`src/rtl/core/ttmp_pkg.sv`:
```
// ----------------------------------------------------------------------------
// ttmp_pkg
// Shared types and constants of the touch trimmed-mean to pixel converter.
// ----------------------------------------------------------------------------
package ttmp_pkg;

  localparam int SAMPLE_W             = 12;
  localparam int SUM_W                = 16;
  localparam int PROD_W               = 2 * SAMPLE_W;
  localparam int SAMPLES_PER_READ_DEF = 8;
  localparam int QUEUE_DEPTH_DEF      = 4;
  localparam int CFG_IDX_W            = 3;

  // register indexes of the configuration port
  localparam logic [CFG_IDX_W-1:0] CFG_X_RAW_MIN = 3'd0;
  localparam logic [CFG_IDX_W-1:0] CFG_X_RAW_MAX = 3'd1;
  localparam logic [CFG_IDX_W-1:0] CFG_Y_RAW_MIN = 3'd2;
  localparam logic [CFG_IDX_W-1:0] CFG_Y_RAW_MAX = 3'd3;
  localparam logic [CFG_IDX_W-1:0] CFG_H_RES     = 3'd4;
  localparam logic [CFG_IDX_W-1:0] CFG_V_RES     = 3'd5;

  localparam logic [SAMPLE_W-1:0] RST_RAW_MIN = 12'd200;
  localparam logic [SAMPLE_W-1:0] RST_RAW_MAX = 12'd3900;
  localparam logic [SAMPLE_W-1:0] RST_H_RES   = 12'd320;
  localparam logic [SAMPLE_W-1:0] RST_V_RES   = 12'd240;
  localparam logic [SAMPLE_W-1:0] SAMPLE_MAX  = 12'hFFF;

  // burst order within one reading
  localparam logic [1:0] PH_X1 = 2'd0;
  localparam logic [1:0] PH_Y1 = 2'd1;
  localparam logic [1:0] PH_X2 = 2'd2;
  localparam logic [1:0] PH_Y2 = 2'd3;

  typedef struct packed {
    logic [SAMPLE_W-1:0] x_raw_min;
    logic [SAMPLE_W-1:0] x_raw_max;
    logic [SAMPLE_W-1:0] y_raw_min;
    logic [SAMPLE_W-1:0] y_raw_max;
    logic [SAMPLE_W-1:0] h_res;
    logic [SAMPLE_W-1:0] v_res;
  } ttmp_cfg_t;

  // one queued job: a finished burst or a pen release
  typedef struct packed {
    logic             pen;
    logic [1:0]       phase;
    logic [SUM_W-1:0] diff;
  } ttmp_job_t;

  typedef struct packed {
    logic                start;
    logic [PROD_W-1:0]   dividend;
    logic [SAMPLE_W-1:0] divisor;
  } ttmp_div_req_t;

  typedef struct packed {
    logic              done;
    logic [PROD_W-1:0] quotient;
  } ttmp_div_rsp_t;

endpackage

```
`src/rtl/core/ttmp_front.sv`:
```
// ----------------------------------------------------------------------------
// ttmp_front
// Takes samples, keeps running sum, min and max of the burst, and queues
// the trimmed sum of each finished burst or a pen release.
// ----------------------------------------------------------------------------
module ttmp_front import ttmp_pkg::*; #(
  parameter int SAMPLES_PER_READ = SAMPLES_PER_READ_DEF
) (
  input  logic                clk,
  input  logic                rst_n,
  input  logic                in_valid,
  output logic                in_stall,
  input  logic [SAMPLE_W-1:0] in_sample,
  input  logic                in_pen_up,
  output logic                push_en,
  output ttmp_job_t           push_job,
  input  logic                q_full
);

  localparam int CNT_W = $clog2(SAMPLES_PER_READ);

  logic [CNT_W-1:0]    cnt_r, cnt_nxt;
  logic [1:0]          phase_r, phase_nxt;
  logic [SUM_W-1:0]    sum_r, sum_nxt;
  logic [SAMPLE_W-1:0] min_r, min_nxt;
  logic [SAMPLE_W-1:0] max_r, max_nxt;

  logic                last;
  logic                accept;
  logic [SUM_W-1:0]    sum_add;
  logic [SAMPLE_W-1:0] min_new;
  logic [SAMPLE_W-1:0] max_new;

  assign last     = (cnt_r == CNT_W'(SAMPLES_PER_READ - 1));
  // only items that push need a free queue slot
  assign in_stall = q_full && (in_pen_up || last);
  assign accept   = in_valid && !in_stall;

  assign sum_add = sum_r + SUM_W'(in_sample);
  assign min_new = (in_sample < min_r) ? in_sample : min_r;
  assign max_new = (in_sample > max_r) ? in_sample : max_r;

  always_comb begin
    cnt_nxt        = cnt_r;
    phase_nxt      = phase_r;
    sum_nxt        = sum_r;
    min_nxt        = min_r;
    max_nxt        = max_r;
    push_en        = 1'b0;
    push_job.pen   = 1'b0;
    push_job.phase = phase_r;
    push_job.diff  = sum_add - SUM_W'(min_new) - SUM_W'(max_new);
    if (accept) begin
      if (in_pen_up) begin
        push_en      = 1'b1;
        push_job.pen = 1'b1;
        cnt_nxt      = '0;
        phase_nxt    = PH_X1;
        sum_nxt      = '0;
        min_nxt      = SAMPLE_MAX;
        max_nxt      = '0;
      end else if (last) begin
        push_en   = 1'b1;
        cnt_nxt   = '0;
        phase_nxt = phase_r + 2'd1;
        sum_nxt   = '0;
        min_nxt   = SAMPLE_MAX;
        max_nxt   = '0;
      end else begin
        cnt_nxt = cnt_r + CNT_W'(1);
        sum_nxt = sum_add;
        min_nxt = min_new;
        max_nxt = max_new;
      end
    end
  end

  always_ff @(posedge clk) begin
    if (!rst_n) begin
      cnt_r   <= '0;
      phase_r <= PH_X1;
      sum_r   <= '0;
      min_r   <= SAMPLE_MAX;
      max_r   <= '0;
    end else begin
      cnt_r   <= cnt_nxt;
      phase_r <= phase_nxt;
      sum_r   <= sum_nxt;
      min_r   <= min_nxt;
      max_r   <= max_nxt;
    end
  end

endmodule

```
`src/rtl/core/ttmp_queue.sv`:
```
// ----------------------------------------------------------------------------
// ttmp_queue
// Short first-in first-out queue of jobs between front and back.
// ----------------------------------------------------------------------------
module ttmp_queue import ttmp_pkg::*; #(
  parameter int DEPTH = QUEUE_DEPTH_DEF
) (
  input  logic      clk,
  input  logic      rst_n,
  input  logic      push,
  input  ttmp_job_t push_job,
  output logic      full,
  input  logic      pop,
  output logic      empty,
  output ttmp_job_t head
);

  localparam int PTR_W = $clog2(DEPTH);
  localparam int CNT_W = $clog2(DEPTH + 1);

  ttmp_job_t        entry_r [DEPTH];
  logic [PTR_W-1:0] wr_ptr_r, rd_ptr_r;
  logic [CNT_W-1:0] count_r;
  logic             do_push, do_pop;

  assign full    = (count_r == CNT_W'(DEPTH));
  assign empty   = (count_r == '0);
  assign head    = entry_r[rd_ptr_r];
  assign do_push = push && !full;
  assign do_pop  = pop && !empty;

  always_ff @(posedge clk) begin
    if (do_push) begin
      entry_r[wr_ptr_r] <= push_job;
    end
  end

  always_ff @(posedge clk) begin
    if (!rst_n) begin
      wr_ptr_r <= '0;
      rd_ptr_r <= '0;
      count_r  <= '0;
    end else begin
      if (do_push) begin
        wr_ptr_r <= (wr_ptr_r == PTR_W'(DEPTH - 1)) ? '0 : wr_ptr_r + PTR_W'(1);
      end
      if (do_pop) begin
        rd_ptr_r <= (rd_ptr_r == PTR_W'(DEPTH - 1)) ? '0 : rd_ptr_r + PTR_W'(1);
      end
      if (do_push && !do_pop) begin
        count_r <= count_r + CNT_W'(1);
      end else if (do_pop && !do_push) begin
        count_r <= count_r - CNT_W'(1);
      end
    end
  end

endmodule

```
`src/rtl/core/ttmp_divider.sv`:
```
// ----------------------------------------------------------------------------
// ttmp_divider
// Restoring divider, one quotient bit per cycle, used by the pixel mapping
// of both axes.
// ----------------------------------------------------------------------------
module ttmp_divider import ttmp_pkg::*; (
  input  logic          clk,
  input  logic          rst_n,
  input  ttmp_div_req_t req,
  output ttmp_div_rsp_t rsp
);

  localparam int CNT_W = $clog2(PROD_W);

  logic [PROD_W-1:0]   quo_r;
  logic [SAMPLE_W-1:0] rem_r;
  logic [SAMPLE_W-1:0] dsr_r;
  logic [CNT_W-1:0]    cnt_r;
  logic                busy_r;
  logic                done_r;
  logic [SAMPLE_W:0]   partial;
  logic                fits;
  logic [SAMPLE_W:0]   trial;

  assign partial = {rem_r, quo_r[PROD_W-1]};
  assign fits    = (partial >= {1'b0, dsr_r});
  assign trial   = partial - {1'b0, dsr_r};

  always_ff @(posedge clk) begin
    if (req.start) begin
      quo_r <= req.dividend;
      rem_r <= '0;
      dsr_r <= req.divisor;
    end else if (busy_r) begin
      quo_r <= {quo_r[PROD_W-2:0], fits};
      rem_r <= fits ? trial[SAMPLE_W-1:0] : partial[SAMPLE_W-1:0];
    end
  end

  always_ff @(posedge clk) begin
    if (!rst_n) begin
      busy_r <= 1'b0;
      done_r <= 1'b0;
      cnt_r  <= '0;
    end else begin
      done_r <= 1'b0;
      if (req.start) begin
        busy_r <= 1'b1;
        cnt_r  <= CNT_W'(PROD_W - 1);
      end else if (busy_r) begin
        cnt_r <= cnt_r - CNT_W'(1);
        if (cnt_r == '0) begin
          busy_r <= 1'b0;
          done_r <= 1'b1;
        end
      end
    end
  end

  assign rsp.done     = done_r;
  assign rsp.quotient = quo_r;

endmodule

```
`src/rtl/core/ttmp_back.sv`:
```
// ----------------------------------------------------------------------------
// ttmp_back
// Turns queued jobs into burst means, averages the two readings of each
// axis, checks raw windows and maps to pixels, or reports a pen release.
// ----------------------------------------------------------------------------
module ttmp_back import ttmp_pkg::*; #(
  parameter int SAMPLES_PER_READ = SAMPLES_PER_READ_DEF
) (
  input  logic                clk,
  input  logic                rst_n,
  input  ttmp_cfg_t           cfg,
  input  logic                q_empty,
  input  ttmp_job_t           q_head,
  output logic                q_pop,
  output ttmp_div_req_t       div_req,
  input  ttmp_div_rsp_t       div_rsp,
  output logic                out_valid,
  input  logic                out_stall,
  output logic [SAMPLE_W-1:0] out_x_pixel,
  output logic [SAMPLE_W-1:0] out_y_pixel,
  output logic                out_touch_valid
);

  localparam int TRIM_DIV   = SAMPLES_PER_READ - 2;
  // floor(d / TRIM_DIV) is (d * RECIP) >> MEAN_SHIFT for every SUM_W-bit d
  localparam int MEAN_SHIFT = SUM_W + $clog2(TRIM_DIV);
  localparam int RECIP_W    = MEAN_SHIFT + 1;
  localparam logic [RECIP_W-1:0] RECIP =
    RECIP_W'(((1 << MEAN_SHIFT) + TRIM_DIV - 1) / TRIM_DIV);

  localparam logic [2:0] S_IDLE    = 3'd0;
  localparam logic [2:0] S_WAIT_M  = 3'd1;
  localparam logic [2:0] S_START_X = 3'd2;
  localparam logic [2:0] S_WAIT_X  = 3'd3;
  localparam logic [2:0] S_START_Y = 3'd4;
  localparam logic [2:0] S_WAIT_Y  = 3'd5;
  localparam logic [2:0] S_EMIT    = 3'd6;

  logic [2:0]          state_r, state_nxt;
  logic [1:0]          phase_r;
  logic [SAMPLE_W-1:0] burst_mean_r;
  logic [SAMPLE_W-1:0] fx_r, fy_r, sx_r;
  logic [SAMPLE_W-1:0] xa_r, ya_r;
  logic                okx_r, oky_r;
  logic [SAMPLE_W-1:0] xpix_r, ypix_r;
  logic                out_valid_r;
  logic [SAMPLE_W-1:0] out_x_r, out_y_r;
  logic                out_ok_r;

  logic [SUM_W+RECIP_W-1:0] mean_prod;
  logic [SAMPLE_W-1:0]      mean;
  logic [SAMPLE_W:0]        xsum, ysum;
  logic [SAMPLE_W-1:0]      xa, ya;
  logic [SAMPLE_W-1:0]      xoff, yoff;
  logic                     emit_ok;
  logic                     ok_both;

  assign mean_prod = {{RECIP_W{1'b0}}, q_head.diff} * {{SUM_W{1'b0}}, RECIP};
  assign mean      = div_rsp.quotient[SAMPLE_W-1:0];
  assign xsum      = {1'b0, fx_r} + {1'b0, sx_r};
  assign ysum      = {1'b0, fy_r} + {1'b0, burst_mean_r};
  assign xa        = xsum[SAMPLE_W:1];
  assign ya        = ysum[SAMPLE_W:1];
  assign xoff      = xa_r - cfg.x_raw_min;
  assign yoff      = ya_r - cfg.y_raw_min;
  assign emit_ok   = !out_valid_r || !out_stall;
  assign ok_both   = okx_r && oky_r;

  always_comb begin
    state_nxt        = state_r;
    q_pop            = 1'b0;
    div_req.start    = 1'b0;
    div_req.dividend = '0;
    div_req.divisor  = '0;
    case (state_r)
      S_IDLE: begin
        if (!q_empty) begin
          q_pop = 1'b1;
          if (q_head.pen) begin
            state_nxt = S_EMIT;
          end else begin
            state_nxt = S_WAIT_M;
          end
        end
      end
      S_WAIT_M: begin
        // burst mean is registered, file it by phase
        state_nxt = (phase_r == PH_Y2) ? S_START_X : S_IDLE;
      end
      S_START_X: begin
        // product goes straight into the divider's dividend register
        div_req.start    = 1'b1;
        div_req.dividend = PROD_W'(xoff) * PROD_W'(cfg.h_res);
        div_req.divisor  = cfg.x_raw_max - cfg.x_raw_min;
        state_nxt        = S_WAIT_X;
      end
      S_WAIT_X: begin
        if (div_rsp.done) begin
          state_nxt = S_START_Y;
        end
      end
      S_START_Y: begin
        div_req.start    = 1'b1;
        div_req.dividend = PROD_W'(yoff) * PROD_W'(cfg.v_res);
        div_req.divisor  = cfg.y_raw_max - cfg.y_raw_min;
        state_nxt        = S_WAIT_Y;
      end
      S_WAIT_Y: begin
        if (div_rsp.done) begin
          state_nxt = S_EMIT;
        end
      end
      S_EMIT: begin
        if (emit_ok) begin
          state_nxt = S_IDLE;
        end
      end
      default: begin
        state_nxt = S_IDLE;
      end
    endcase
  end

  always_ff @(posedge clk) begin
    if (!rst_n) begin
      state_r     <= S_IDLE;
      out_valid_r <= 1'b0;
    end else begin
      state_r <= state_nxt;
      if (state_r == S_EMIT && emit_ok) begin
        out_valid_r <= 1'b1;
      end else if (!out_stall) begin
        out_valid_r <= 1'b0;
      end
    end
  end

  always_ff @(posedge clk) begin
    if (state_r == S_IDLE && !q_empty) begin
      phase_r      <= q_head.phase;
      burst_mean_r <= mean_prod[MEAN_SHIFT +: SAMPLE_W];
      if (q_head.pen) begin
        okx_r <= 1'b0;
        oky_r <= 1'b0;
      end
    end
    if (state_r == S_WAIT_M) begin
      case (phase_r)
        PH_X1: fx_r <= burst_mean_r;
        PH_Y1: fy_r <= burst_mean_r;
        PH_X2: sx_r <= burst_mean_r;
        default: begin
          xa_r  <= xa;
          ya_r  <= ya;
          okx_r <= (cfg.x_raw_max > cfg.x_raw_min) && (xa <= cfg.x_raw_max) &&
                   (xa >= cfg.x_raw_min);
          oky_r <= (cfg.y_raw_max > cfg.y_raw_min) && (ya <= cfg.y_raw_max) &&
                   (ya >= cfg.y_raw_min);
        end
      endcase
    end
    if (state_r == S_WAIT_X && div_rsp.done) begin
      xpix_r <= cfg.h_res - mean;
    end
    if (state_r == S_WAIT_Y && div_rsp.done) begin
      ypix_r <= cfg.v_res - mean;
    end
    if (state_r == S_EMIT && emit_ok) begin
      out_ok_r <= ok_both;
      out_x_r  <= ok_both ? xpix_r : '0;
      out_y_r  <= ok_both ? ypix_r : '0;
    end
  end

  assign out_valid       = out_valid_r;
  assign out_x_pixel     = out_x_r;
  assign out_y_pixel     = out_y_r;
  assign out_touch_valid = out_ok_r;

endmodule

```
`src/rtl/core/touch_trimmed_mean_to_pixel.sv`:
```
// ----------------------------------------------------------------------------
// touch_trimmed_mean_to_pixel
// Reduces four bursts of touch samples (X, Y, X, Y) to trimmed means and
// maps the averaged position to display pixels.
//
//   channel  direction  handshake            payload
//   in_      input      in_valid / in_stall  in_sample, in_pen_up
//   out_     output     out_valid/out_stall  out_x_pixel, out_y_pixel,
//                                            out_touch_valid
//   cfg_     input      cfg_valid/cfg_ready  cfg_index, cfg_data
//
// a sample is taken whenever in_stall is low
// a finished burst passes the back end in S_IDLE and S_WAIT_M (mean by
// reciprocal multiply); the last burst of a reading then goes on through
// S_START_X, S_WAIT_X, S_START_Y and S_WAIT_Y (two divisions in the divider)
// and S_EMIT to the output; a pen release goes from S_IDLE to S_EMIT
// the front stalls only when a burst end or pen release meets a full queue
// synchronous reset clears control state; configuration returns to defaults
// ----------------------------------------------------------------------------
module touch_trimmed_mean_to_pixel import ttmp_pkg::*; #(
  parameter int SAMPLES_PER_READ = SAMPLES_PER_READ_DEF,
  parameter int QUEUE_DEPTH      = QUEUE_DEPTH_DEF
) (
  input  logic                 clk,
  input  logic                 rst_n,
  input  logic                 in_valid,
  output logic                 in_stall,
  input  logic [SAMPLE_W-1:0]  in_sample,
  input  logic                 in_pen_up,
  output logic                 out_valid,
  input  logic                 out_stall,
  output logic [SAMPLE_W-1:0]  out_x_pixel,
  output logic [SAMPLE_W-1:0]  out_y_pixel,
  output logic                 out_touch_valid,
  input  logic                 cfg_valid,
  output logic                 cfg_ready,
  input  logic [CFG_IDX_W-1:0] cfg_index,
  input  logic [SAMPLE_W-1:0]  cfg_data
);

  ttmp_cfg_t     cfg_r;
  ttmp_job_t     push_job, q_head;
  logic          push_en, q_full, q_empty, q_pop;
  ttmp_div_req_t div_req;
  ttmp_div_rsp_t div_rsp;

  assign cfg_ready = 1'b1;

  always_ff @(posedge clk) begin
    if (!rst_n) begin
      cfg_r.x_raw_min <= RST_RAW_MIN;
      cfg_r.x_raw_max <= RST_RAW_MAX;
      cfg_r.y_raw_min <= RST_RAW_MIN;
      cfg_r.y_raw_max <= RST_RAW_MAX;
      cfg_r.h_res     <= RST_H_RES;
      cfg_r.v_res     <= RST_V_RES;
    end else if (cfg_valid && cfg_ready) begin
      case (cfg_index)
        CFG_X_RAW_MIN: cfg_r.x_raw_min <= cfg_data;
        CFG_X_RAW_MAX: cfg_r.x_raw_max <= cfg_data;
        CFG_Y_RAW_MIN: cfg_r.y_raw_min <= cfg_data;
        CFG_Y_RAW_MAX: cfg_r.y_raw_max <= cfg_data;
        CFG_H_RES:     cfg_r.h_res     <= cfg_data;
        CFG_V_RES:     cfg_r.v_res     <= cfg_data;
        default: begin
        end
      endcase
    end
  end

  ttmp_front #(
    .SAMPLES_PER_READ(SAMPLES_PER_READ)
  ) u_front (
    .clk      (clk),
    .rst_n    (rst_n),
    .in_valid (in_valid),
    .in_stall (in_stall),
    .in_sample(in_sample),
    .in_pen_up(in_pen_up),
    .push_en  (push_en),
    .push_job (push_job),
    .q_full   (q_full)
  );

  ttmp_queue #(
    .DEPTH(QUEUE_DEPTH)
  ) u_queue (
    .clk     (clk),
    .rst_n   (rst_n),
    .push    (push_en),
    .push_job(push_job),
    .full    (q_full),
    .pop     (q_pop),
    .empty   (q_empty),
    .head    (q_head)
  );

  ttmp_divider u_div (
    .clk  (clk),
    .rst_n(rst_n),
    .req  (div_req),
    .rsp  (div_rsp)
  );

  ttmp_back #(
    .SAMPLES_PER_READ(SAMPLES_PER_READ)
  ) u_back (
    .clk            (clk),
    .rst_n          (rst_n),
    .cfg            (cfg_r),
    .q_empty        (q_empty),
    .q_head         (q_head),
    .q_pop          (q_pop),
    .div_req        (div_req),
    .div_rsp        (div_rsp),
    .out_valid      (out_valid),
    .out_stall      (out_stall),
    .out_x_pixel    (out_x_pixel),
    .out_y_pixel    (out_y_pixel),
    .out_touch_valid(out_touch_valid)
  );

endmodule

```
`config.mk`:
```
export PLATFORM = sky130hd
export DESIGN_NAME = touch_trimmed_mean_to_pixel
export DESIGN_NICKNAME = d
export VERILOG_FILES = /design/src/rtl/core/ttmp_pkg.sv /design/src/rtl/core/ttmp_front.sv /design/src/rtl/core/ttmp_queue.sv /design/src/rtl/core/ttmp_divider.sv /design/src/rtl/core/ttmp_back.sv /design/src/rtl/core/touch_trimmed_mean_to_pixel.sv
export SDC_FILE = /design/constraint.sdc
export NUM_CORES = 2
export LEC_CHECK = 0
export BUFFER_PORTS_ARGS = -buffer_cell sky130_fd_sc_hd__buf_4
export CAP_MARGIN = 20
export CORE_MARGIN = 2
export CORE_UTILIZATION = 59
export DETAILED_ROUTE_END_ITERATION = 8
export MAX_ROUTING_LAYER = met4
export PLACE_DENSITY = 0.88
export SLEW_MARGIN = 0
export SYNTH_ARGS = -nofsm -noshare
export SYNTH_HDL_FRONTEND = slang
export SYNTH_SLANG_ARGS = --single-unit
```
`constraint.sdc`:
```
create_clock -name clk -period 7 [get_ports clk]
set_input_delay 0 -clock clk [delete_from_list [all_inputs] [get_ports clk]]
set_output_delay 0 -clock clk [all_outputs]
set_load 0.01 [all_outputs]
```
Yosys cells after proc, flatten, opt, wreduce, memory -nomap -nowiden
Memory sizes are Yosys's and may differ from the RTL's. A register that Yosys moved wholly into a read port is not among the register bits.
Index checks and enable logic that the tools add are counted.

storage, ports and cells
  output and inout port bits = 28
  memory bits (writable) = 76
  memories kept = 1
  bits in registers = 308

operators by class
  equal/unequal tests = 23
  order comparisons = 9
  multiply operators = 3
  multiplexer cells = 54
  reductions and logical operators = 47
  $add $sub $neg = 19
  bitwise operators = 3

memories
  memory           words  width  rd ports  clocked after memory_dff  write ports  line              text
  u_queue.entry_r  4      19     1         1                         1            ttmp_queue.sv:21  ttmp_job_t entry_r [DEPTH];

operators by type and width
  kind                    count
  $mux 12                 7
  $sub 12x12->12          7
  $pmux 37 s2             1
  $mul 12x12->24          2
  $mux 24                 2
  $gt 12x12->1            3
  $mux 16                 2
  $sub 16x12->16          2
  $mul 16x16->30 const B  1
  $mux 3                  9
  $add 12x12->13          2
  $ge 12x12->1            2
  $le 12x12->1            2
  $mux 1                  23
  $reduce_and 2->1        11
  $eq 3x3->1 const B      7
  $pmux 3 s7              1
  $add 16x12->16          1
  $logic_and 1x1->1       15
  $mux 2                  7
  $ge 13x12->1            1
  $eq 3x2->1 const B      4
  $lt 12x12->1            1
  $mux 5                  2
  19 further kinds        43

Longest topological paths before layout
  depth after elaboration = 11
  depth in mapped cells = 30
  mapped depth without buffers = 29

Modules after synthesis
From an unflattened synthesis, not the netlist that was laid out.

unflattened totals
  cell total of the unflattened synthesis = 3607
  area, all modules = 35840.6 um^2

by module, submodules not included
  module                       times used  seq. area each (um^2)  cells an instance  area each (um^2)
  ttmp_back                    1           3813.7                 2420               22878.2
  ttmp_front                   1           900.9                  525                4038.9
  ttmp_queue                   1           2462.4                 150                3265.6
  ttmp_divider                 1           1461.4                 249                2894.0
  touch_trimmed_mean_to_pixel  1           1441.4                 263                2763.9

Worst setup path after synthesis
Ideal clock, no wire load.

  path kind = reg-to-reg
  start point = reg u_back.ya_r[0]
  end point = reg u_div.quo_r[20], data pin
  stages on the path, launching flop included = 30
  buffers on the path = 1
  arrival time = 6.969 ns
  clock period less this slack = 7.244 ns
  setup slack = -0.244 ns
  data required time = 6.725 ns
  setup time = 0.275 ns
  cell sequence = edfxtp_1 inv_1 ha_1 inv_1 fa_1 a21o_1 a21oi_1 o21bai_1 a21oi_1 o21ai_0 o311ai_0 clkbuf_1 nand2_1 fa_1 inv_1 fa_1 fa_1 fa_1 inv_1 fa_1 inv_1 ha_1 and3_1 o21ai_0 o21ai_0 nand3_1 and4b_1 o41ai_1 xnor2_1 o221ai_1

between the ends
  word-level cells in the longest chain between the ends = 4

RTL lines
  item                    line                text
  from (decl)             ttmp_back.sv:43     logic [SAMPLE_W-1:0] xa_r, ya_r;
  from (signal assigned)  ttmp_back.sv:154    ya_r <= ya;
  $sub 12x12->12          ttmp_back.sv:65     assign yoff = ya_r - cfg.y_raw_min;
  $mul 12x12->24          ttmp_back.sv:104    div_req.dividend = PROD_W'(yoff) * PROD_W'(cfg.v_res);
  $pmux 37 s2             ttmp_back.sv:75     case (state_r)
  $mux 24                 ttmp_divider.sv:30  if (req.start) begin
  to (signal assigned)    ttmp_divider.sv:31  quo_r <= req.dividend;
  to (signal assigned)    ttmp_divider.sv:35  quo_r <= {quo_r[PROD_W-2:0], fits};
  to (decl)               ttmp_divider.sv:15  logic [PROD_W-1:0] quo_r;

No other way between the ends.
A chain may end at the register's enable or synchronous reset.

Worst setup path after layout
  start point = reg u_back.xa_r[0]
  end point = reg u_div.quo_r[19], data pin

between the ends
  word-level cells in the longest chain between the ends = 4

RTL lines
  item                    line                text
  from (decl)             ttmp_back.sv:43
  from (signal assigned)  ttmp_back.sv:153    xa_r <= xa;
  $sub 12x12->12          ttmp_back.sv:64     assign xoff = xa_r - cfg.x_raw_min;
  $mul 12x12->24          ttmp_back.sv:93     div_req.dividend = PROD_W'(xoff) * PROD_W'(cfg.h_res);
  $pmux 37 s2             ttmp_back.sv:75
  $mux 24                 ttmp_divider.sv:30

No other way between the ends.

==> impl_results.md <==
* Status: finished with violations
* Failing checks: design-rule violations, negative hold slack
* Mapped Area at 35300 um2
* WP data required at 7.32 ns
* Initial drt markers at 2468
* Tmin final at 6.91 ns
* CTS tree: done
* Critical Path Max Stage Delay at 0.61 ns
* Post-synth EDFFs at 235
* Data arrival, critical path at 7.23 ns
* Synth top area cells: edfxtp_1, fa_1, ha_1
* Dpl cells at 4445
* CP endpoint kind: flip-flop
* Most frequent cells in the layout: inv_1, ha_1, nand2_1, fa_1, edfxtp_1
* Fill cells at 4103
* Drt pass-1 iters at 8
* Critical path type: reg2reg
* Post-Layout Cell Count at 4587
* Synth-to-Final Area Change at 12.2%
* DR vias/cell at 6.07
* Routability cong. at 0.961
* Number of synthesized register bits at 386
* Worst path top cell family by delay: adder cells
* Layout cell share with drive strength beyond 1 at 10.1%
* Seq/Total Area, Yosys at 28.6%
* Max-cap violations at 0
* Routed length per instance at 20.9 um
* Clk buf depth at 3
* Total CTS buffers at 42
* Dominant cell type by area after synthesis: edfxtp_1
* Die width at 249 um
* Overall routed net length at 96000 um
* Hold WC Path Type: in2reg
* Die Ht at 249 um
* Skew-Pair Late Insertion Delay at 0.61 ns
* Final Hold Fails at 1
* IO buf count at 59
* Commonest non-fill, non-tap cell in the layout: inv_1
* Mapped Nets at 4423
* Clock Skew at 0.0176 ns
* Residual DRC count at 9
* Max frequency at 145 MHz
* Initial antenna violation count at 2
* Die area at 61800 um2
* Crit Path Max Fanout at 3
* Io pins at 61
* Worst hold slack at -0.0142 ns
* Setup TNS at 0 ns
* Initial core utilization at 59.7%
* DR vias at 27859
* Rel. slew slack at 23.4%
* H-tree Lvls at 2
* Synth cell types at 80
* DRT antenna net count at 0
* Vias in the first global route at 28938
* Total track usage at 31.4%
* CTS clk-pin slew, worst paths at 0.07 ns
* Clock tree sinks at 386
* Synth warn at 0
* Clk root buf: clkbuf_16
* Tightest Pin Transition at 1.15 ns
* Final period util at 98.7%
* Synth top area share at 20.0%
* Worst Path Buf+Inv at 8
* Cell Rows at 89
* First-pass GRT wire length at 150000 um
* Crit start category: flip-flop
* Max-slew violations at 0
* Grt ovf at 0
* Final setup viols at 0
* Unrepaired setup endpoints after global routing: true
* CP max-delay cell: fa_2
* Ys async rst share at 0%
* Core footprint at 59100 um2
* Syn Area/Cell at 9.71 um2
* Top_reg_cell synth: edfxtp_1
* DP HPWL at 68700 um
* Largest net degree at the start of global routing at 107
* CP most frequent cell: inv_1
* Syn Inst Count at 3636
* Nets at 4565
[worst min-delay path, stage by stage]
cell and delay, ns:
buf_4 0.12, nor2b_1 0.12, nand2_1 0.11, nor2_1 0.06, nand2_1 0.06, a21boi_0 0.07
[final timing paths]
kind,start,depth (start not counted),endpoint,slack [ns]
worst max register to register,u_back.xa_r[0]$_DFFE_PP_,30,u_div.quo_r[19]$_DFFE_PP_,0.09
worst min-delay path,cfg_index[2],6,cfg_r[37]$_SDFFE_PN0P_,-0.01
worst max-delay path,u_back.xa_r[0]$_DFFE_PP_,30,u_div.quo_r[19]$_DFFE_PP_,0.09
worst min register to register,cfg_r[45]$_SDFFE_PN0P_,2,cfg_r[45]$_SDFFE_PN0P_,0.47
[Yosys cell counts, types with 27 or more instances]
cell type  number
ha_1          450
nand4_1        27
edfxtp_1      235
a21oi_1       147
nand3_1        36
nand2_1       412
and3_1         51
a21boi_0       58
a21o_1         71
and2_1        123
nand2b_1       27
nor2_1        115
fa_1          304
clkbuf_1      108
dfxtp_1       151
inv_1         584
nor2b_1        56
xor2_1         71
xnor2_1        95
nor3_1         50
o211ai_1       40
o22ai_1        28
o21ai_0       131
[state kept, by name, summed over array words and instances (netlist names), 3 cells and up, named ones only]
signal	cells
u_back.ya_r	12
u_front.cnt_r	3
u_back.xpix_r	12
u_back.burst_mean_r	12
u_back.fx_r	12
u_back.fy_r	12
u_div.quo_r	24
u_front.sum_r	16
u_back.ypix_r	12
u_front.min_r	12
u_back.sx_r	12
u_div.rem_r	12
cfg_r	72
u_queue.entry_r	76
u_div.dsr_r	12
u_back.out_y_pixel	12
u_front.max_r	12
u_back.state_r	3
u_div.cnt_r	5
u_queue.count_r	3
u_back.xa_r	12
u_back.out_x_pixel	12
[cell type report]
type	instances	area, um2	area share [%]
Antenna cell	2	5.00	0.0126
Clock buffer	56	1180	2.99
Clock inverter	22	282	0.711
Inverter	585	2200	5.54
Multi-Input combinational cell	2550	23200	58.5
Sequential cell	386	10100	25.4
Tap cell	773	967	2.44
Timing Repair Buffer	213	1730	4.37
[cells by family (layout without fill, tap and decap cells)]
kind of cell / after synthesis / after routing / share of synthesized area, %
AO/OA/AOI/OAI: 631 / 631 / 11.8
other: 1 / 3 / 0.0106
adder cells (fa/ha/maj): 754 / 754 / 33.2
XOR/XNOR: 166 / 167 / 4.12
multiplexers: 36 / 36 / 1.70
flip-flops: 386 / 386 / 28.6
buffers and inverters: 701 / 876 / 7.50
AND/OR/NAND/NOR: 961 / 961 / 13.2
[metrics by stage]
stage,area [um2],setup WS (ns),utilization [%]
after floorplan,35300,0.00235,-
after global placement,37000,-0.0388,62.5
after detailed placement,37000,-0.263,62.5
after CTS,38900,-0.00343,65.8
after global routing,39600,-0.206,67.0
final,39600,0.0876,67.0
[per-layer routing]
metal  track usage, %  up-vias  routed length [um]
met5                -        -                   0
met4             20.1        0                7420
met3             5.01      498                6980
met2             54.0     1395               47200
met1             34.0    13437               34400
li1                 -    12529                   -
[timing repair]
item / CTS / global route
cloned: 0 / 1
endpoints found under the setup margin: 9 / 15
buffers inserted: 5 / 20
hold buffers: 32 / 0
pin swaps: 11 / 80
resized for setup: 21 / 108
endpoints found under the hold margin: 113 / 0
Power is left out: the tool's default activity adds up to more than one toggle a clock period on the data nets, which glitch-free logic cannot reach.
